[src/design/kpd_pkg.sv]
// Package: field widths and fixed constants of the key peak detector.
`default_nettype none
package kpd_pkg;

	localparam int CHANNEL_W = 4;
	localparam int THRESH_W  = 10;
	localparam int VEL_W     = 7;
	localparam int VEL_SHIFT = 3;

	localparam logic [THRESH_W-1:0] THRESH_RESET = 10'd250;
	localparam logic [VEL_W-1:0]    VEL_MAX      = 7'd127;

endpackage
`default_nettype wire

[src/design/kpd_ifs.sv]
// Interfaces: sample stream, note event stream and threshold write channel.
`default_nettype none
interface kpd_in_if #(
	parameter int SAMPLE_BITS = 10
);
	logic                           valid;
	logic                           ready;
	logic [kpd_pkg::CHANNEL_W-1:0]  channel;
	logic [SAMPLE_BITS-1:0]         sample;
	logic                           release_pin;

	modport source (output valid, channel, sample, release_pin, input ready);
	modport sink   (input valid, channel, sample, release_pin, output ready);
endinterface

interface kpd_out_if;
	logic                           valid;
	logic                           ready;
	logic [kpd_pkg::CHANNEL_W-1:0]  note;
	logic                           is_note_on;
	logic [kpd_pkg::VEL_W-1:0]      velocity;

	modport source (output valid, note, is_note_on, velocity, input ready);
	modport sink   (input valid, note, is_note_on, velocity, output ready);
endinterface

interface kpd_cfg_if;
	logic                           valid;
	logic                           ready;
	logic [kpd_pkg::THRESH_W-1:0]   data;

	modport source (output valid, data, input ready);
	modport sink   (input valid, data, output ready);
endinterface
`default_nettype wire

[src/design/multichannel_key_peak_detector_top.sv]
// Top level: per-channel slope-sign peak detector, note-on / note-off events.
// An accepted beat is registered in stage 1; its event then loads the output register.
// Throughput: one sample beat per cycle unless stage 1 holds an event and the output
// register is stuck; per-channel RAM read-modify-write uses forwarding from stage 1.
// Reset (arst_n low, async): threshold 250, all channels in press mode, zero
// history (per-entry valid flops, no clearing pass), pipeline and output empty.
`default_nettype none
module multichannel_key_peak_detector_top #(
	parameter int CHANNELS    = 16,
	parameter int SAMPLE_BITS = 10
) (
	input  wire  clk,
	input  wire  arst_n,
	kpd_in_if.sink     samples,
	kpd_out_if.source  events,
	kpd_cfg_if.sink    cfg
);

	// State RAM word: {awaiting_release, last_rising, last_sample}
	localparam int WORD_W = SAMPLE_BITS + 2;
	localparam int IDX_W  = (CHANNELS > 1) ? $clog2(CHANNELS) : 1;
	localparam int CMP_W  = (SAMPLE_BITS > kpd_pkg::THRESH_W) ? SAMPLE_BITS
		: kpd_pkg::THRESH_W;
	localparam logic [7:0] CH_LIMIT = 8'(CHANNELS);

	// ---------------- configuration ----------------
	logic [kpd_pkg::THRESH_W-1:0] thresh_q;

	assign cfg.ready = 1'b1;

	always_ff @(posedge clk or negedge arst_n) begin
		if (!arst_n) begin
			thresh_q <= kpd_pkg::THRESH_RESET;
		end else if (cfg.valid) begin
			thresh_q <= cfg.data;
		end
	end

	// ---------------- input decode ----------------
	logic [IDX_W+7:0] ch_ext;
	logic [IDX_W-1:0] idx_in;
	logic             inrng_in;
	logic             in_fire;
	logic             s1_adv;

	assign ch_ext   = (IDX_W+8)'(samples.channel);
	assign idx_in   = ch_ext[IDX_W-1:0];
	assign inrng_in = 8'(samples.channel) < CH_LIMIT;
	assign samples.ready = s1_adv;
	assign in_fire  = samples.valid && s1_adv;

	// ---------------- state RAM and stage 1 ----------------
	logic [WORD_W-1:0]              mem_q [CHANNELS];
	logic [CHANNELS-1:0]            valid_q;
	logic [WORD_W-1:0]              rd_word_s1;
	logic                           v_s1;
	logic [IDX_W-1:0]               idx_s1;
	logic                           inrng_s1;
	logic [kpd_pkg::CHANNEL_W-1:0]  ch_s1;
	logic [SAMPLE_BITS-1:0]         smp_s1;
	logic                           pin_s1;
	logic                           fwd_s1;
	logic [WORD_W-1:0]              fwd_word_s1;

	logic [WORD_W-1:0]      cur_word;
	logic                   cur_wait;
	logic                   cur_rise;
	logic [SAMPLE_BITS-1:0] cur_peak;
	logic                   rise_new;
	logic                   peak_over;
	logic                   emit_on;
	logic                   emit_off;
	logic                   emit;
	logic                   wr_en;
	logic [WORD_W-1:0]      new_word;
	logic [SAMPLE_BITS+7:0] vel_wide;
	logic [kpd_pkg::VEL_W-1:0] vel_sat;

	// latest copy of the entry: in-flight write first, then RAM, then reset value
	assign cur_word  = fwd_s1 ? fwd_word_s1 : (valid_q[idx_s1] ? rd_word_s1 : '0);
	assign cur_wait  = cur_word[WORD_W-1];
	assign cur_rise  = cur_word[SAMPLE_BITS];
	assign cur_peak  = cur_word[SAMPLE_BITS-1:0];

	assign rise_new  = smp_s1 > cur_peak;
	assign peak_over = CMP_W'(cur_peak) > CMP_W'(thresh_q);
	assign emit_on   = v_s1 && inrng_s1 && !cur_wait && cur_rise && !rise_new && peak_over;
	assign emit_off  = v_s1 && inrng_s1 && cur_wait && pin_s1;
	assign emit      = emit_on || emit_off;
	assign wr_en     = v_s1 && inrng_s1;

	always_comb begin
		if (!cur_wait) begin
			new_word = {emit_on, rise_new, smp_s1};
		end else begin
			// release mode keeps history; a high pin drops back to press mode
			new_word = {cur_wait && !pin_s1, cur_rise, cur_peak};
		end
	end

	assign vel_wide = (SAMPLE_BITS+8)'(cur_peak) >> kpd_pkg::VEL_SHIFT;
	assign vel_sat  = (vel_wide > (SAMPLE_BITS+8)'(kpd_pkg::VEL_MAX)) ? kpd_pkg::VEL_MAX
		: vel_wide[kpd_pkg::VEL_W-1:0];

	// stage 1 holds only when it carries an event and the output register is stuck
	logic ev_v_q;
	assign s1_adv = !emit || !ev_v_q || events.ready;

	// RAM: one read port (on accept), one write port (stage 1 write-back)
	always_ff @(posedge clk) begin
		if (in_fire) begin
			rd_word_s1 <= mem_q[idx_in];
		end
		if (wr_en && s1_adv) begin
			mem_q[idx_s1] <= new_word;
		end
	end

	always_ff @(posedge clk or negedge arst_n) begin
		if (!arst_n) begin
			valid_q <= '0;
			v_s1    <= 1'b0;
			fwd_s1  <= 1'b0;
		end else begin
			if (wr_en && s1_adv) begin
				valid_q[idx_s1] <= 1'b1;
			end
			if (s1_adv) begin
				v_s1 <= in_fire;
			end
			if (in_fire) begin
				// same entry written at this edge: RAM read returns stale data
				fwd_s1 <= wr_en && (idx_s1 == idx_in);
			end
		end
	end

	always_ff @(posedge clk) begin
		if (in_fire) begin
			idx_s1      <= idx_in;
			inrng_s1    <= inrng_in;
			ch_s1       <= samples.channel;
			smp_s1      <= samples.sample;
			pin_s1      <= samples.release_pin;
			fwd_word_s1 <= new_word;
		end
	end

	// ---------------- output register ----------------
	logic [kpd_pkg::CHANNEL_W-1:0] ev_note_q;
	logic                          ev_on_q;
	logic [kpd_pkg::VEL_W-1:0]     ev_vel_q;

	always_ff @(posedge clk or negedge arst_n) begin
		if (!arst_n) begin
			ev_v_q <= 1'b0;
		end else if (emit && s1_adv) begin
			ev_v_q <= 1'b1;
		end else if (events.ready) begin
			ev_v_q <= 1'b0;
		end
	end

	always_ff @(posedge clk) begin
		if (emit && s1_adv) begin
			ev_note_q <= ch_s1;
			ev_on_q   <= emit_on;
			ev_vel_q  <= emit_on ? vel_sat : '0;
		end
	end

	assign events.valid      = ev_v_q;
	assign events.note       = ev_note_q;
	assign events.is_note_on = ev_on_q;
	assign events.velocity   = ev_vel_q;

`ifndef ASSERT_OFF
	// a stalled stage 1 keeps its item
	a_s1_hold: assert property (@(posedge clk) disable iff (!arst_n)
		v_s1 && !s1_adv |=> v_s1 && $stable(idx_s1) && $stable(smp_s1))
		else $error("stage 1 item lost during stall");

	// note-off beats carry zero velocity
	a_off_vel: assert property (@(posedge clk) disable iff (!arst_n)
		events.valid && !events.is_note_on |-> events.velocity == '0)
		else $error("note-off with nonzero velocity");

	// input back-pressure only comes from a full, stalled output
	a_bp_src: assert property (@(posedge clk) disable iff (!arst_n)
		!samples.ready |-> events.valid && !events.ready)
		else $error("input stalled without output back-pressure");
`endif

endmodule
`default_nettype wire

[src/flat_wrapper.sv]
// flat-port wrapper written by rule: the top's interface ports become plain ports
module multichannel_key_peak_detector_top_flat 
#(
	parameter int CHANNELS    = 16,
	parameter int SAMPLE_BITS = 10
)
  (clk, arst_n, samples_valid, samples_channel, samples_sample, samples_release_pin, samples_ready, events_valid, events_note, events_is_note_on, events_velocity, events_ready, cfg_valid, cfg_data, cfg_ready);
  kpd_in_if #(.SAMPLE_BITS(SAMPLE_BITS)) samples_i ();
  kpd_out_if events_i ();
  kpd_cfg_if cfg_i ();
  input  wire clk;
  input  wire arst_n;
  input wire logic [$bits(samples_i.valid)-1:0] samples_valid;
  input wire logic [$bits(samples_i.channel)-1:0] samples_channel;
  input wire logic [$bits(samples_i.sample)-1:0] samples_sample;
  input wire logic [$bits(samples_i.release_pin)-1:0] samples_release_pin;
  output wire logic [$bits(samples_i.ready)-1:0] samples_ready;
  output wire logic [$bits(events_i.valid)-1:0] events_valid;
  output wire logic [$bits(events_i.note)-1:0] events_note;
  output wire logic [$bits(events_i.is_note_on)-1:0] events_is_note_on;
  output wire logic [$bits(events_i.velocity)-1:0] events_velocity;
  input wire logic [$bits(events_i.ready)-1:0] events_ready;
  input wire logic [$bits(cfg_i.valid)-1:0] cfg_valid;
  input wire logic [$bits(cfg_i.data)-1:0] cfg_data;
  output wire logic [$bits(cfg_i.ready)-1:0] cfg_ready;
  assign samples_i.valid = samples_valid;
  assign samples_i.channel = samples_channel;
  assign samples_i.sample = samples_sample;
  assign samples_i.release_pin = samples_release_pin;
  assign samples_ready = samples_i.ready;
  assign events_valid = events_i.valid;
  assign events_note = events_i.note;
  assign events_is_note_on = events_i.is_note_on;
  assign events_velocity = events_i.velocity;
  assign events_i.ready = events_ready;
  assign cfg_i.valid = cfg_valid;
  assign cfg_i.data = cfg_data;
  assign cfg_ready = cfg_i.ready;
  multichannel_key_peak_detector_top #(.CHANNELS(CHANNELS), .SAMPLE_BITS(SAMPLE_BITS)) u_core (.clk(clk), .arst_n(arst_n), .samples(samples_i), .events(events_i), .cfg(cfg_i));
endmodule
[config.mk]
export PLATFORM = sky130hd
export DESIGN_NAME = multichannel_key_peak_detector_top_flat
export DESIGN_NICKNAME = d
export VERILOG_FILES = /design/src/design/kpd_pkg.sv /design/src/design/kpd_ifs.sv /design/src/design/multichannel_key_peak_detector_top.sv /design/src/flat_wrapper.sv
export SDC_FILE = /design/constraint.sdc
export NUM_CORES = 1
export LEC_CHECK = 0
export ABC_AREA = 1
export BUFFER_PORTS_ARGS = -buffer_cell sky130_fd_sc_hd__clkbuf_2
export CAP_MARGIN = 10
export CELL_PAD_IN_SITES_DETAIL_PLACEMENT = 1
export CELL_PAD_IN_SITES_GLOBAL_PLACEMENT = 1
export CORE_MARGIN = 2
export CORE_UTILIZATION = 46
export DETAILED_ROUTE_END_ITERATION = 6
export GPL_ROUTABILITY_DRIVEN = 1
export PLACE_DENSITY_LB_ADDON = 0.05
export RECOVER_POWER = 100
export SYNTH_ARGS = -nofsm -noshare
export SYNTH_HDL_FRONTEND = slang
export SYNTH_SLANG_ARGS = --single-unit
[constraint.sdc]
create_clock -name clk -period 4.15 [get_ports clk]
set_input_delay 0.6225 -clock clk [delete_from_list [all_inputs] [get_ports clk]]
set_output_delay 0.6225 -clock clk [all_outputs]
set_load 0.02 [all_outputs]
# --- Word-level counts from Yosys, hierarchy flattened ---
# Memories as Yosys holds them, arrays and structs flattened. A register that Yosys moved wholly into a read port is not among the register bits.
# Index checks and enable logic that the tools add are counted.
# W data, S select, Z words.
totals:
  reg_bits: 68
  latch_bits: 0
  ram_bits: 192
  rom_bits: 0
  in_bits: 30
  output_inout_bits: 15
  elab_cells: 53
  mem_count: 1
mem_list:
  columns: ["name", "depth", "word_bits", "rd", "rd_clocked_by_memory_dff", "write_ports", "line_no", "source"]
  rows:
  - ["u_core.mem_q", 16, 12, 1, 1, 1, "multichannel_key_peak_detector_top.sv:53", "logic [WORD_W-1:0] mem_q [CHANNELS];"]
op_classes:
  addsub: 0
  n_mul: 0
  div: 0
  order_cmp: 5
  eq_ne: 1
  shift: 0
  muxes: 12
  bitwise_logic: 1
  reduce_logical: 21
op_table:
  columns: ["operator", "count"]
  rows:
  - ["$mux W12", 3]
  - ["$gt A10 B10 Y1", 2]
  - ["$or A16 B16 Y16", 1]
  - ["$logic_and A1 B1 Y1", 12]
  - ["$gt A7 B7 Y1 const B", 1]
  - ["$mux W7", 1]
  - ["$mux W1", 6]
  - ["$logic_not A1 Y1", 5]
  - ["$lt A4 B5 Y1 const B", 1]
  - ["$bmux W1 S4", 1]
  - ["$demux W1 S4", 1]
  - ["$eq A4 B4 Y1", 1]
  - ["$ge A4 B1 Y1 const B", 1]
  - ["$logic_or A1 B1 Y1", 3]
  - ["$reduce_bool A2 Y1", 1]

# --- Longest topological paths before layout ---
# Gate-level depths: netlist of run 1.
depth:
  ltp_word: 16
  depth_mapped: 27
  ltp_nobuf: 25

# --- Worst setup path before layout of run 1 ---
# OpenSTA, ideal clock, no wires.
synth_timing:
  path_type: "flip-flop to flip-flop"
  startpoint: "register u_core.idx_s1[0]"
  endpoint: "register u_core.fwd_word_s1[0], enable pin"
  setup_ns: 0.394
  t_arrival_ns: 3.516
  required_time_ns: 3.756
  slack_ns: 0.241
  path_stages_with_launch: 25
  path_buffers: 3
  period_less_slack_ns: 3.909
  cell_sequence: "edfxtp_1 > buf_6 > nand2_1 > nand2_1 > nand2_1 > nand2_1 > nand2_1 > nand4_1 > buf_6 > nand3_1 > and2_1 > inv_1 > ha_1 > a21oi_1 > nor2_1 > a211oi_1 > nand2_2 > nor2_2 > nor2_4 > nand2_4 > nand2_4 > nand2_4 > buf_12 > nand2_8 > inv_1"
synth_between:
  elab_chain_len: 14
  elab_cells_between_ends: 19
  classes_between: "order compare: 2; mux: 4; reduce/logical: 13"
synth_rtl:
  columns: ["item", "line_no", "source"]
  rows:
  - ["from (decl)", "multichannel_key_peak_detector_top.sv:57", "logic [IDX_W-1:0] idx_s1;"]
  - ["from (signal assigned)", "multichannel_key_peak_detector_top.sv:140", "idx_s1 <= idx_in;"]
  - ["$bmux W1 S4 (*)", "multichannel_key_peak_detector_top.sv:80", "assign cur_word = fwd_s1 ? fwd_word_s1 : (valid_q[idx_s1] ? rd_word_s1 : '0);"]
  - ["$mux W1 (implied by the code) (*)", "multichannel_key_peak_detector_top.sv:80", null]
  - ["$mux W12 (*) (2 in series)", "multichannel_key_peak_detector_top.sv:80", null]
  - ["branches (longest 5 deep; another with $gt A10 B10 Y1)", null, null]
  - ["$logic_or A1 B1 Y1 (*)", "multichannel_key_peak_detector_top.sv:89", "assign emit = emit_on || emit_off;"]
  - ["$logic_not A1 Y1 (*)", "multichannel_key_peak_detector_top.sv:107", "assign s1_adv = !emit || !ev_v_q || events.ready;"]
  - ["$logic_or A1 B1 Y1 (*) (2 in series)", "multichannel_key_peak_detector_top.sv:107", null]
  - ["$logic_and A1 B1 Y1 (*)", "multichannel_key_peak_detector_top.sv:50", "assign in_fire = samples.valid && s1_adv;"]
  - ["named net u_core.in_fire", "multichannel_key_peak_detector_top.sv:43", "logic in_fire;"]
  - ["to (signal assigned)", "multichannel_key_peak_detector_top.sv:145", "fwd_word_s1 <= new_word;"]
  - ["to (decl)", "multichannel_key_peak_detector_top.sv:63", "logic [WORD_W-1:0] fwd_word_s1;"]
# Mark *: on every way through the listed nets, which the timed path passes. The select of a mux whose other input is x is not followed.
# A chain may end at the register's enable or synchronous reset.

# --- Worst setup path in the final report of run 1 ---
layout_timing:
  startpoint: "register u_core.idx_s1[0]"
  endpoint: "output port samples_ready"
layout_between:
  elab_chain_len: 13
  elab_cells_between_ends: 18
  classes_between: "order compare: 2; mux: 4; reduce/logical: 12"
layout_rtl:
  columns: ["item", "line_no", "source"]
  rows:
  - ["$bmux W1 S4 (*)", "multichannel_key_peak_detector_top.sv:80", null]
  - ["$mux W1 (implied by the code) (*)", "multichannel_key_peak_detector_top.sv:80", null]
  - ["$mux W12 (*) (2 in series)", "multichannel_key_peak_detector_top.sv:80", null]
  - ["branches (longest 5 deep; another with $gt A10 B10 Y1)", null, null]
  - ["$logic_or A1 B1 Y1 (*)", "multichannel_key_peak_detector_top.sv:89", null]
  - ["$logic_not A1 Y1 (*)", "multichannel_key_peak_detector_top.sv:107", null]
  - ["$logic_or A1 B1 Y1 (*) (2 in series)", "multichannel_key_peak_detector_top.sv:107", null]
  - ["to (decl)", "flat_wrapper.sv:17", "output wire logic [$bits(samples_i.ready)-1:0] samples_ready;"]
# Every way passes the cells marked *. The select of a mux whose other input is x is not followed.

==> results_tabular.tex, run 1 <==
\begin{tabular}{lr}
\hline
Metric & Value \\
\hline
\multicolumn{2}{l}{\textbf{Synthesis}} \\
\quad Post-synthesis register bit count & 272 \\
\quad Share of cell area taken by muxes after synthesis & 4.18\% \\
\quad Area contributors post-synth & sky130\_fd\_sc\_hd\_\_edfxtp\_1, sky130\_fd\_sc\_hd\_\_dfrtp\_1, sky130\_fd\_sc\_hd\_\_mux2i\_1 \\
\quad Portion of synthesized cell area occupied by the leading cell type & 62.0\% \\
\quad Netlist area before placement & 11,800 sq um \\
\quad Dominant synthesized flop cell & sky130\_fd\_sc\_hd\_\_edfxtp\_1 \\
\quad Share of the yosys chip area belonging to registers & 68.3\% \\
\quad Post-synth EDFFs & 243 \\
\quad XOR/XNOR Fraction of Synth Area & 0.0745\% \\
\quad Average cell area after synthesis & 12.5 sq um \\
\quad Count leader, synth & sky130\_fd\_sc\_hd\_\_edfxtp\_1 \\
\quad Share of the synthesized area in compound gates (AO/OA/AOI/OAI) & 9.56\% \\
\quad Distinct cell type count of the synthesized netlist & 44 \\
\quad Commonest cells in the netlist & sky130\_fd\_sc\_hd\_\_edfxtp\_1, sky130\_fd\_sc\_hd\_\_inv\_1, sky130\_fd\_sc\_hd\_\_nand2\_1 \\
\quad Count of warnings emitted by yosys & 0 \\
\quad Net count after synthesis & 992 \\
\quad Dominant combinational cell family by area after synthesis & simple AND/OR/NAND/NOR gates \\
\quad Simple-gate area share of the yosys netlist & 9.90\% \\
\quad Largest area contributor in the synthesized netlist & sky130\_fd\_sc\_hd\_\_edfxtp\_1 \\
\quad Async set-reset flop share out of synthesis & 10.7\% \\
\quad Synth Area in Adders & 1.91\% \\
\quad Count of mapped cells out of synthesis & 944 \\
\multicolumn{2}{l}{\textbf{CTS}} \\
\quad Buffer levels on the longest clock path & 3 \\
\quad CTS tree & built \\
\quad Insertion delay to the later sink of the worst-skew pair & 560 ps \\
\quad Num CTS Buffers & 30 \\
\quad Cell at the root of the clock tree & sky130\_fd\_sc\_hd\_\_clkbuf\_16 \\
\quad Sinks on Clock Net & 272 \\
\quad Hold buffers post-CTS & 0 \\
\quad Number of levels in the clock H-tree & 1 \\
\quad Clock Pin Slew Worst Setup and Hold Paths & 60 ps \\
\multicolumn{2}{l}{\textbf{GRT}} \\
\quad Total global-route track usage & 26.2\% \\
\quad Number of antenna violations at the first check in global routing & 1 \\
\quad First-pass GRT wire length & 51,300 microns \\
\quad Vias in the first global route & 8,091 \\
\quad Leftover overflow at the end of global routing & 0 \\
\quad Maximum number of pins on one net before global-route repair & 70 \\
\multicolumn{2}{l}{\textbf{Floorplan}} \\
\quad Rows & 58 \\
\quad Area of the die & 26,900 sq um \\
\quad Core box area & 25,100 sq um \\
\quad Number of ports placed on the die boundary & 45 \\
\quad Y dimension of the die & 164 microns \\
\quad Starting density of the core & 46.8\% \\
\quad Die Span X & 164 microns \\
\multicolumn{2}{l}{\textbf{Power and ir drop}} \\
\quad Power per unit of standard cell area & 464 nW/um\^{}2 \\
\quad Static Leak & 5.42 nW \\
\quad Worst supply voltage drop on vdd & 0.000365 V \\
\quad Power after layout & 0.00657 W \\
\multicolumn{2}{l}{\textbf{Run status}} \\
\quad Failing checks & max-capacitance violations, max-slew violations, negative setup slack \\
\quad Result of the run & complete, but fails checks \\
\multicolumn{2}{l}{\textbf{Timing}} \\
\quad Shortest period the worst path allows & 4230 ps \\
\quad Worst Tran Pin Value & 3170 ps \\
\quad Highest achievable clock rate & 0.237 GHz \\
\quad Setup violations, final & 1 \\
\quad Slew margin rel. & -111\% \\
\quad Setup repair after global routing missed its margin & yes \\
\quad Worst setup margin & -76.2 ps \\
\quad Hold Vio Cnt, Final & 0 \\
\quad Final worst clock skew & 18.5 ps \\
\quad Final Cycle Share & 102\% \\
\quad Final count of pins violating max slew & 143 \\
\multicolumn{2}{l}{\textbf{Placement}} \\
\quad Input/output buffers & 43 \\
\quad Gp weighted congestion & 0.920 \\
\quad Cell area after placement & 12,500 sq um \\
\quad Post-DP HPWL & 23,200 microns \\
\quad DP Worst Slack & 121 ps \\
\quad Placed cell count & 1,312 \\
\multicolumn{2}{l}{\textbf{Critical path}} \\
\quad WP data required & 3530 ps \\
\quad Worst Setup End Kind & primary output \\
\quad Kind of critical path & reg2out \\
\quad Worst Setup Start Kind & flip-flop \\
\quad Worst reg2reg endpoint & u\_core.mem\_q[6][5]\$\_DFFE\_PP\_ \\
\quad Internal reg-to-reg setup slack & 150 ps \\
\quad FF-to-FF Start & u\_core.idx\_s1[0]\$\_DFFE\_PP\_ \\
\quad Number of cell instances on the worst register-to-register path & 26 \\
\quad Maximum net fanout on the critical path & 6 \\
\quad Arrival @ worst endpoint & 3600 ps \\
\multicolumn{2}{l}{\textbf{Routing}} \\
\quad Vias post-DR & 7,709 \\
\quad Final Routed Wirelength & 34,900 microns \\
\quad Remaining DRCs & 0 \\
\quad DRC marker count from the first detailed-route iteration & 683 \\
\quad Remaining antenna violation count after routing & 0 \\
\quad Number of iterations in the first detailed-routing pass & 5 \\
\quad Detail-routed via count per cell & 5.52 \\
\quad Detailed-route wire length per cell & 25.0 microns \\
\multicolumn{2}{l}{\textbf{Finish}} \\
\quad Proportion of layout cells with a drive suffix above 1 & 26.9\% \\
\quad Area Growth Syn to Fin & 20.4\% \\
\quad Final net count & 1,091 \\
\quad Cell area after layout & 14,200 sq um \\
\quad Final core utilization & 56.4\% \\
\quad Non-filler cells in the finished layout & 1,396 \\
\multicolumn{2}{l}{\textbf{Hold path}} \\
\quad Destination of the worst hold path & u\_core.smp\_s1[7]\$\_DFFE\_PP\_ \\
\quad Hold Path Stages & 1 \\
\quad Tightest Hold Check Type & in2reg \\
\quad Worst Hold Launch & samples\_sample[7] \\
\multicolumn{2}{l}{\textbf{Run}} \\
\quad Max-capacitance violation count & 3 \\
\hline
\end{tabular}
final cells by class:
cell class / instances / area [sq um]
timing repair buffer: 111 / 828
antenna: 1 / 2.50
clock inverter: 11 / 120
clock buffer: 43 / 850
multi-input combinational: 496 / 3340
inverter: 128 / 553
sequential: 272 / 8030
timing repair inverter: 4 / 30.0
fill: 2538 / 10900
tap: 330 / 413
state kept, by name, summed over array words and instances (netlist names):
name and count:
u_core.fwd_s1 1, u_core.smp_s1 10, u_core.events.note 4, u_core.mem_q 192, u_core.events.velocity 7, u_core.pin_s1 1
u_core.thresh_q 10, u_core.v_s1 1, u_core.valid_q 16, u_core.events.valid 1, u_core.rd_word_s1 12, u_core.events.is_note_on 1
u_core.fwd_word_s1 12, u_core.idx_s1 4
critical path, stage by stage, from the launching register on:
cell	delay, ps
sky130_fd_sc_hd__edfxtp_1	470
sky130_fd_sc_hd__buf_6	170
sky130_fd_sc_hd__buf_6	120
sky130_fd_sc_hd__o21ai_2	100
sky130_fd_sc_hd__nand2_1	70
sky130_fd_sc_hd__nand2_1	90
sky130_fd_sc_hd__nand2_2	50
sky130_fd_sc_hd__nand4_1	160
sky130_fd_sc_hd__buf_6	170
sky130_fd_sc_hd__buf_6	130
sky130_fd_sc_hd__nand3_2	60
sky130_fd_sc_hd__and2_4	180
sky130_fd_sc_hd__ha_4	270
sky130_fd_sc_hd__nand2_2	50
sky130_fd_sc_hd__nor2_2	100
sky130_fd_sc_hd__nand4_1	120
sky130_fd_sc_hd__nand3b_1	220
sky130_fd_sc_hd__nand2_2	120
sky130_fd_sc_hd__nand2_4	70
sky130_fd_sc_hd__nand2_4	90
sky130_fd_sc_hd__nand2_8	60
sky130_fd_sc_hd__clkbuf_16	180
power breakdown:
part,leakage (nW),switching (W),internal [W]
combinational,2.41,0.000544,0.000265
sequential,2.53,0.0000309,0.00314
clock,0.474,0.00106,0.00154
total,5.42,0.00163,0.00494
kinds of logic after synthesis:
group | after synthesis
adders and majority gates | 18
DFF | 272
xor gates and xnor gates | 1
and+or+nand+nor | 233
muxes | 49
other | 1
AOI/OAI and AO/OA | 194
buffers and inverters | 176
metal layers:
metal | GRT usage, % | wire length, microns | up-vias
li1 | - | - | 3514
met1 | 36.6 | 15400 | 3915
met2 | 41.7 | 16300 | 223
met3 | 4.60 | 2090 | 57
met4 | 9.33 | 1200 | 0
met5 | 0 | 0 | -
worst max-delay path by stage:
stage | start | endpoint | slack [ps] | depth (start not counted)
after global placement | u_core.idx_s1[0]$_DFFE_PP_ | u_core.mem_q[7][8]$_DFFE_PP_ | 240 | 25
after CTS | u_core.idx_s1[0]$_DFFE_PP_ | samples_ready | -30 | 24
final | u_core.idx_s1[0]$_DFFE_PP_ | samples_ready | -80 | 21
after floorplan | u_core.idx_s1[0]$_DFFE_PP_ | u_core.fwd_word_s1[0]$_DFFE_PP_ | 240 | 24
after detailed placement | u_core.idx_s1[0]$_DFFE_PP_ | u_core.mem_q[3][9]$_DFFE_PP_ | 120 | 24
after global routing | u_core.idx_s1[0]$_DFFE_PP_ | samples_ready | -280 | 24
placed cells by master (no fill, tap or decap), drive strengths merged, types with 2 or more instances in the layout:
master / n
edfxtp: 243
nand2: 122
inv: 113
clkbuf: 87
o21ai: 83
buf: 67
a21oi: 57
nand3: 51
mux2i: 48
o211ai: 48
nor2: 42
dfrtp: 23
clkinvlp: 21
ha: 18
and2: 10
clkinv: 7
dfstp: 6
nand4: 5
o21bai: 2
bufinv: 2
per-stage QoR:
step / TNS, ps / hold WS [ps]
2_1_floorplan: 0 / 327
3_3_place_gp: 0 / 451
3_5_place_dp: 0 / 457
4_1_cts: -25.2 / 159
5_1_grt: -6390 / 225
6_report: -76.2 / 248
what timing repair did:
item,4_1_cts,5_1_grt
hold endpoints to repair,0,0
setup endpoints to repair,1,232
gates cloned,0,4
pin swaps,33,33
gates resized for setup,48,64
setup buffers,19,6
(Power assumes the default switching activity.)
==> inputs of run 2 (changes only) <==
- CORE_UTILIZATION: 46 -> 35
==> run 2 against run 1 <==
  * The run ends with max-capacitance violations, max-slew violations left
  * Global-route usage shrank 7.9 points
  * Sequential cell count is the same
  * Sequential power is essentially flat
  * Final area shrank 0.45%
  * Clock power is essentially flat
  * Combinational power shrank 13%
  * Register-to-register slack gained 70 ps
  * Power shrank 1.3%
  * Largest power group unchanged
  * Highest routed layer unchanged
==> results_tabular.tex, run 2 (synthesis results as in run 1) <==
\begin{tabular}{lr}
\hline
Metric & Value \\
\hline
\multicolumn{2}{l}{\textbf{Power and ir drop}} \\
\quad Power per unit of standard cell area & 460 nW/um\^{}2 (-0.81\%) \\
\quad Worst supply voltage drop on vdd & 0.000326 V (-11\%) \\
\quad Static Leak & 5.52 nW (+1.9\%) \\
\multicolumn{2}{l}{\textbf{Hold path}} \\
\quad Tightest Hold Check Type & in2reg \\
\quad Hold Path Stages & 1 (unchanged) \\
\multicolumn{2}{l}{\textbf{CTS}} \\
\quad Number of levels in the clock H-tree & 1 (unchanged) \\
\quad Cell at the root of the clock tree & sky130\_fd\_sc\_hd\_\_clkbuf\_16 \\
\quad Hold buffers post-CTS & 0 (unchanged) \\
\quad Sinks on Clock Net & 272 (unchanged) \\
\quad Clock Pin Slew Worst Setup and Hold Paths & 60 ps (about the same) \\
\quad Num CTS Buffers & 31 (+3.3\%) \\
\quad CTS tree & built \\
\quad Insertion delay to the later sink of the worst-skew pair & 550 ps (about the same) \\
\quad Buffer levels on the longest clock path & 3 (unchanged) \\
\multicolumn{2}{l}{\textbf{Timing}} \\
\quad Final Cycle Share & 99.9\% (-1.9 points) \\
\quad Setup violations, final & 0 (-1) \\
\quad Highest achievable clock rate & 0.241 GHz (+1.9\%) \\
\quad Final count of pins violating max slew & 65 (-55\%) \\
\quad Setup repair after global routing missed its margin & yes \\
\quad Hold Vio Cnt, Final & 0 (unchanged) \\
\quad Shortest period the worst path allows & 4150 ps (-79.3 ps) \\
\quad Worst setup margin & 3.10 ps (+79.3 ps) \\
\quad Slew margin rel. & -19.4\% (+92 points) \\
\quad Worst Tran Pin Value & 1790 ps (-1380 ps) \\
\quad Final worst clock skew & 9.95 ps (-8.57 ps) \\
\multicolumn{2}{l}{\textbf{Floorplan}} \\
\quad Rows & 67 (+16\%) \\
\quad Die Span X & 187 microns (+14\%) \\
\quad Core box area & 33,300 sq um (+33\%) \\
\quad Starting density of the core & 35.3\% (-12 points) \\
\quad Area of the die & 35,100 sq um (+31\%) \\
\quad Number of ports placed on the die boundary & 45 (unchanged) \\
\quad Y dimension of the die & 187 microns (+14\%) \\
\multicolumn{2}{l}{\textbf{Critical path}} \\
\quad Worst Setup End Kind & primary output \\
\quad Maximum net fanout on the critical path & 6 (unchanged) \\
\quad Arrival @ worst endpoint & 3520 ps (-80 ps) \\
\quad Max stage delay on crit path & 510 ps (+40 ps) \\
\quad Worst Setup Start Kind & flip-flop \\
\quad Critical path's top delay family & simple AND/OR/NAND/NOR gates \\
\quad Cell occurring most often along the worst timing path & sky130\_fd\_sc\_hd\_\_nand2\_1 \\
\quad Kind of critical path & reg2out \\
\quad WP data required & 3530 ps (about the same) \\
\quad Number of cell instances on the worst register-to-register path & 28 (+7.7\%) \\
\quad Cell chain of the critical path & buf\_4 -> nand2\_1 -> o21ai\_2 -> nand2\_1 -> nand2\_1 -> nand2\_1 -> nand4\_1 -> buf\_6 -> buf\_6 -> nand3\_1 -> and2\_4 -> inv\_1 -> ha\_1 -> nand4\_1 -> nor2\_2 -> nand3\_2 -> nand2\_2 -> nor2\_4 -> nor2\_4 -> nand2\_4 -> nand2\_4 -> nand2\_8 -> buf\_8 \\
\quad Number of buffers and inverters on the critical path & 5 (unchanged) \\
\quad Slowest stage cell on the critical path & sky130\_fd\_sc\_hd\_\_edfxtp\_1 \\
\quad Worst path depth & 23 (+9.5\%) \\
\multicolumn{2}{l}{\textbf{Run}} \\
\quad Max-capacitance violation count & 3 (unchanged) \\
\multicolumn{2}{l}{\textbf{Placement}} \\
\quad Gp weighted congestion & 0.765 (-17\%) \\
\quad Post-DP HPWL & 21,800 microns (-6.1\%) \\
\quad DP Worst Slack & 264 ps (+144 ps) \\
\quad Input/output buffers & 43 (unchanged) \\
\multicolumn{2}{l}{\textbf{Routing}} \\
\quad Vias post-DR & 7,305 (-5.2\%) \\
\quad Remaining DRCs & 0 (unchanged) \\
\quad Final Routed Wirelength & 32,200 microns (-7.8\%) \\
\quad Number of iterations in the first detailed-routing pass & 4 (-1) \\
\quad Detailed-route wire length per cell & 21.5 microns (-14\%) \\
\quad DRC marker count from the first detailed-route iteration & 376 (-45\%) \\
\quad Detail-routed via count per cell & 4.87 (-12\%) \\
\quad Remaining antenna violation count after routing & 0 (unchanged) \\
\multicolumn{2}{l}{\textbf{GRT}} \\
\quad Vias in the first global route & 7,486 (-7.5\%) \\
\quad Leftover overflow at the end of global routing & 0 (unchanged) \\
\quad Number of antenna violations at the first check in global routing & 0 (-1) \\
\quad Maximum number of pins on one net before global-route repair & 75 (+7.1\%) \\
\quad First-pass GRT wire length & 48,000 microns (-6.3\%) \\
\quad Total global-route track usage & 18.4\% (-7.9 points) \\
\multicolumn{2}{l}{\textbf{Finish}} \\
\quad Largest regs & u\_core.mem\_q (192), u\_core.valid\_q (16) \\
\quad ANT cells & 0 (-1) \\
\quad Final net count & 1,077 (-1.3\%) \\
\quad Register name with the most flops & u\_core.mem\_q \\
\quad Number of fill cells in the layout & 3,515 (+38\%) \\
\quad Final core utilization & 42.4\% (-14 points) \\
\quad Most common library cell in the layout ignoring fill and taps & sky130\_fd\_sc\_hd\_\_edfxtp\_1 \\
\quad Area Growth Syn to Fin & 19.9\% \\
\quad Max reg flops & 192 (unchanged) \\
\quad Top library cells by usage in the layout, fill and taps aside & sky130\_fd\_sc\_hd\_\_edfxtp\_1, sky130\_fd\_sc\_hd\_\_inv\_1, sky130\_fd\_sc\_hd\_\_nand2\_1 \\
\quad Proportion of layout cells with a drive suffix above 1 & 19.5\% (-7.4 points) \\
\multicolumn{2}{l}{\textbf{Run status}} \\
\quad Failing checks & max-capacitance violations, max-slew violations \\
\quad Result of the run & complete, but fails checks \\
\hline
\end{tabular}
## run 2: layout make-up
cell class	count	area [sq um]	area share, %
clock inverters	19	169	1.20
well taps	448	561	3.98
inverters	128	483	3.43
flip-flops and latches	272	8030	56.9
multi-input cells	496	3190	22.7
repair buffers	100	870	6.17
clock buffers	36	795	5.63
## run 2: worst paths after layout
check,slack [ps],startpoint,endpoint
setup / recovery,3,u_core.idx_s1[0]$_DFFE_PP_,samples_ready
hold / removal,240,samples_sample[8],u_core.smp_s1[8]$_DFFE_PP_
setup reg to reg,220,u_core.idx_s1[0]$_DFFE_PP_,u_core.mem_q[15][3]$_DFFE_PP_
hold reg to reg,470,u_core.valid_q[0]$_DFFE_PN0P_,u_core.valid_q[0]$_DFFE_PN0P_
max in group asynchronous,2560,arst_n,u_core.thresh_q[9]$_DFFE_PN0P_
min in group asynchronous,540,arst_n,u_core.valid_q[10]$_DFFE_PN0P_
## run 2: repair_timing
| item | CTS | global route |
|---|---|---|
| endpoints found under the setup margin | 1 | 121 |
| pin swaps | 0 | 20 |
| resized for setup | 12 | 26 |
| setup buffers | 3 | 8 |
| cloned | 0 | 2 |
## run 2: per-stage QoR
stage / total power [W] / TNS (ps) / instance area [sq um] / hold WS, ps / std cells
detailed placement: 0.00389 / 0 / 12900 / 459 / 1431
global route: 0.00675 / -9780 / 14100 / 224 / 1499
floorplan: 0.00358 / 0 / 11800 / 327 / 944
finish: 0.00649 / 0 / 14100 / 245 / 1499
global placement: 0.00388 / 0 / 12900 / 454 / 1431
CTS: 0.00655 / 0 / 13900 / 171 / 1489
## run 2: worst reg2reg max path: cells and delay by family (launching register included)
kind,cells,cell delay (ps)
AND/OR/NAND/NOR,18,1460
buffers and inverters,8,1260
flip-flops,1,510
adder cells (fa/ha/maj),1,270
AO/OA/AOI/OAI,1,120
## run 2: layer usage
layer	wire length, microns	part of all wire [%]	track usage (%)
met2	14900	46	29.3
met5	0	0	0
met1	15800	49	27.1
met4	485	1.5	3.51
met3	1040	3.2	2.23
## run 2: where the power goes
part | total (W) | switching (W) | internal [W] | leakage (nW)
clock | 0.00262 | 0.00108 | 0.00154 | 0.475
combinational | 0.000704 | 0.000481 | 0.000223 | 2.51
sequential | 0.00317 | 0.0000312 | 0.00314 | 2.53
==> inputs of run 3 (changes only) <==
- RECOVER_POWER: 100 -> not set
==> run 3 against run 2 <==
  * The run ends with negative setup slack left
  * Fmax fell by 0.22%
  * Via count about the same
  * Critical path type unchanged
  * Power up 0.12%
  * Critical endpoint unchanged
  * Sequential power is essentially flat
  * Global-route usage unchanged
  * Combinational power is 1% higher
  * Clock power is essentially flat
==> results_tabular.tex, run 3 (synthesis results as in run 1) <==
\begin{tabular}{lr}
\hline
Metric & Value \\
\hline
\multicolumn{2}{l}{\textbf{Run status}} \\
\quad Result of the run & complete, but fails checks \\
\quad Failing checks & negative setup slack \\
\multicolumn{2}{l}{\textbf{Finish}} \\
\quad Most common library cell in the layout ignoring fill and taps & sky130\_fd\_sc\_hd\_\_edfxtp\_1 \\
\quad Area Growth Syn to Fin & 20.3\% \\
\quad Register name with the most flops & u\_core.mem\_q \\
\quad Max reg flops & 192 (unchanged) \\
\quad Final core utilization & 42.5\% (+0.14 points) \\
\quad Number of fill cells in the layout & 3,510 (-0.14\%) \\
\quad Cell area after layout & 14,100 sq um (+0.33\%) \\
\quad Largest regs & u\_core.mem\_q (192), u\_core.valid\_q (16) \\
\quad Proportion of layout cells with a drive suffix above 1 & 21.7\% (+2.2 points) \\
\quad Top library cells by usage in the layout, fill and taps aside & sky130\_fd\_sc\_hd\_\_edfxtp\_1, sky130\_fd\_sc\_hd\_\_inv\_1, sky130\_fd\_sc\_hd\_\_nand2\_1 \\
\quad Register cell area after layout & 8030 sq um (unchanged) \\
\quad Area of the multi-input gates & 3200 sq um (+0.24\%) \\
\quad Final net count & 1,077 (unchanged) \\
\quad ANT cells & 0 (unchanged) \\
\multicolumn{2}{l}{\textbf{Routing}} \\
\quad Number of iterations in the first detailed-routing pass & 4 (unchanged) \\
\quad Detail-routed via count per cell & 4.87 (about the same) \\
\quad Remaining DRCs & 0 (unchanged) \\
\quad Final Routed Wirelength & 32,200 microns (about the same) \\
\quad Detailed-route wire length per cell & 21.5 microns (about the same) \\
\quad Vias post-DR & 7,301 (-0.055\%) \\
\quad Remaining antenna violation count after routing & 0 (unchanged) \\
\quad DRC marker count from the first detailed-route iteration & 339 (-9.8\%) \\
\multicolumn{2}{l}{\textbf{Critical path}} \\
\quad FF-to-FF Start & u\_core.idx\_s1[0]\$\_DFFE\_PP\_ \\
\quad Number of buffers and inverters on the critical path & 5 (unchanged) \\
\quad Number of cell instances on the worst register-to-register path & 28 (unchanged) \\
\quad Critical path's top delay family & simple AND/OR/NAND/NOR gates \\
\quad Max stage delay on crit path & 510 ps (about the same) \\
\quad Worst Setup End Kind & primary output \\
\quad Kind of critical path & reg2out \\
\quad Maximum net fanout on the critical path & 6 (unchanged) \\
\quad Worst Setup Start Kind & flip-flop \\
\quad Slowest stage cell on the critical path & sky130\_fd\_sc\_hd\_\_edfxtp\_1 \\
\quad Cell chain of the critical path & buf\_4 -> nand2\_1 -> o21ai\_2 -> nand2\_1 -> nand2\_1 -> nand2\_1 -> nand4\_1 -> buf\_6 -> buf\_6 -> nand3\_1 -> and2\_4 -> inv\_1 -> ha\_1 -> nand4\_1 -> nor2\_2 -> nand3\_2 -> nand2\_2 -> nor2\_4 -> nor2\_4 -> nand2\_4 -> nand2\_4 -> nand2\_8 -> buf\_8 \\
\quad Worst reg2reg endpoint & u\_core.mem\_q[15][1]\$\_DFFE\_PP\_ \\
\quad Arrival @ worst endpoint & 3530 ps (about the same) \\
\quad WP data required & 3530 ps (about the same) \\
\quad Internal reg-to-reg setup slack & 210 ps (about the same) \\
\quad Cell occurring most often along the worst timing path & sky130\_fd\_sc\_hd\_\_nand2\_1 \\
\multicolumn{2}{l}{\textbf{CTS}} \\
\quad Sinks on Clock Net & 272 (unchanged) \\
\quad Insertion delay to the later sink of the worst-skew pair & 550 ps (about the same) \\
\quad Number of levels in the clock H-tree & 1 (unchanged) \\
\quad Cell at the root of the clock tree & sky130\_fd\_sc\_hd\_\_clkbuf\_16 \\
\quad Hold buffers post-CTS & 0 (unchanged) \\
\quad CTS tree & built \\
\quad Clock Pin Slew Worst Setup and Hold Paths & 60 ps (about the same) \\
\quad Buffer levels on the longest clock path & 3 (unchanged) \\
\quad Num CTS Buffers & 31 (unchanged) \\
\multicolumn{2}{l}{\textbf{Timing}} \\
\quad Hold Vio Cnt, Final & 0 (unchanged) \\
\quad Final Cycle Share & 100\% (+0.22 points) \\
\quad Worst setup margin & -6.13 ps (-9.23 ps) \\
\quad Worst Tran Pin Value & 1130 ps (-659 ps) \\
\quad Shortest period the worst path allows & 4160 ps (+9.23 ps) \\
\quad Setup violations, final & 1 (+1) \\
\quad Final count of pins violating max slew & 0 (-100\%) \\
\quad Slew margin rel. & 24.5\% (+44 points) \\
\quad Highest achievable clock rate & 0.241 GHz (-0.22\%) \\
\quad Setup repair after global routing missed its margin & yes \\
\quad Worst-case hold slack & 159 ps (-86.0 ps) \\
\quad Final worst clock skew & 11.5 ps (+1.55 ps) \\
\multicolumn{2}{l}{\textbf{Power and ir drop}} \\
\quad Worst supply voltage drop on vdd & 0.000325 V (-0.13\%) \\
\quad Power per unit of standard cell area & 459 nW/um\^{}2 (-0.21\%) \\
\quad Static Leak & 5.59 nW (+1.2\%) \\
\multicolumn{2}{l}{\textbf{GRT}} \\
\quad Number of antenna violations at the first check in global routing & 0 (unchanged) \\
\quad Leftover overflow at the end of global routing & 0 (unchanged) \\
\quad Vias in the first global route & 7,486 (unchanged) \\
\quad Maximum number of pins on one net before global-route repair & 75 (unchanged) \\
\quad First-pass GRT wire length & 48,000 microns (unchanged) \\
\quad Total global-route track usage & 18.4\% (unchanged) \\
\multicolumn{2}{l}{\textbf{Floorplan}} \\
\quad Core box area & 33,300 sq um (unchanged) \\
\quad Starting density of the core & 35.3\% (unchanged) \\
\quad Y dimension of the die & 187 microns (unchanged) \\
\quad Rows & 67 (unchanged) \\
\quad Number of ports placed on the die boundary & 45 (unchanged) \\
\quad Area of the die & 35,100 sq um (unchanged) \\
\quad Die Span X & 187 microns (unchanged) \\
\multicolumn{2}{l}{\textbf{Run}} \\
\quad Max-capacitance violation count & 0 (-3) \\
\multicolumn{2}{l}{\textbf{Placement}} \\
\quad Input/output buffers & 43 (unchanged) \\
\quad Cell area after placement & 12,900 sq um (unchanged) \\
\quad Gp weighted congestion & 0.765 (unchanged) \\
\quad Post-DP HPWL & 21,800 microns (unchanged) \\
\quad DP Worst Slack & 264 ps (unchanged) \\
\multicolumn{2}{l}{\textbf{Hold path}} \\
\quad Tightest Hold Check Type & in2async \\
\hline
\end{tabular}
==> run 3: worst max path at each step <==
| stage | startpoint | end | slack, ps | cells after the start |
|---|---|---|---|---|
| 3_5_place_dp | u_core.idx_s1[0]$_DFFE_PP_ | u_core.mem_q[15][7]$_DFFE_PP_ | 260 | 25 |
| 3_3_place_gp | u_core.idx_s1[0]$_DFFE_PP_ | samples_ready | 330 | 22 |
| 5_1_grt | u_core.idx_s1[0]$_DFFE_PP_ | samples_ready | -250 | 24 |
| 4_1_cts | u_core.idx_s1[0]$_DFFE_PP_ | samples_ready | 2 | 22 |
| 6_report | u_core.idx_s1[0]$_DFFE_PP_ | samples_ready | -6 | 23 |
| 2_1_floorplan | u_core.idx_s1[0]$_DFFE_PP_ | u_core.fwd_word_s1[0]$_DFFE_PP_ | 240 | 24 |
==> run 3: cell type report <==
type                    instances  area share [%]
clock buffers                  36            5.62
clock inverters                19            1.19
inverters                     128            3.41
multi-input cells             496            22.6
flip-flops and latches        272            56.8
well taps                     448            3.96
repair buffers                100            6.42
==> run 3: timing repair <==
item / CTS / global route
resized for setup: 12 / 26
buffers inserted: 3 / 8
endpoints found under the setup margin: 1 / 121
cloned: 0 / 2
pin swaps: 0 / 20
==> run 3: where the power goes <==
| part | switching (W) | leakage, nW | total [W] | internal (W) |
|---|---|---|---|---|
| clock network | 0.00108 | 0.475 | 0.00262 | 0.00154 |
| logic | 0.000483 | 2.58 | 0.000711 | 0.000228 |
| registers | 0.0000312 | 2.53 | 0.00317 | 0.00314 |
| total | 0.00159 | 5.59 | 0.00650 | 0.00491 |
==> run 3: through the flow <==
stage,std cells,TNS (ps),total power [W]
floorplan,944,0,0.00358
global placement,1431,0,0.00388
detailed placement,1431,0,0.00389
CTS,1489,0,0.00655
global route,1499,-9630,0.00676
finish,1499,-6.13,0.00650
==> run 3: per-layer routing <==
metal	part of all wire, %	track usage [%]
met1	49	27.1
met2	46	29.3
met3	3.2	2.23
met4	1.5	3.51
met5	0	0
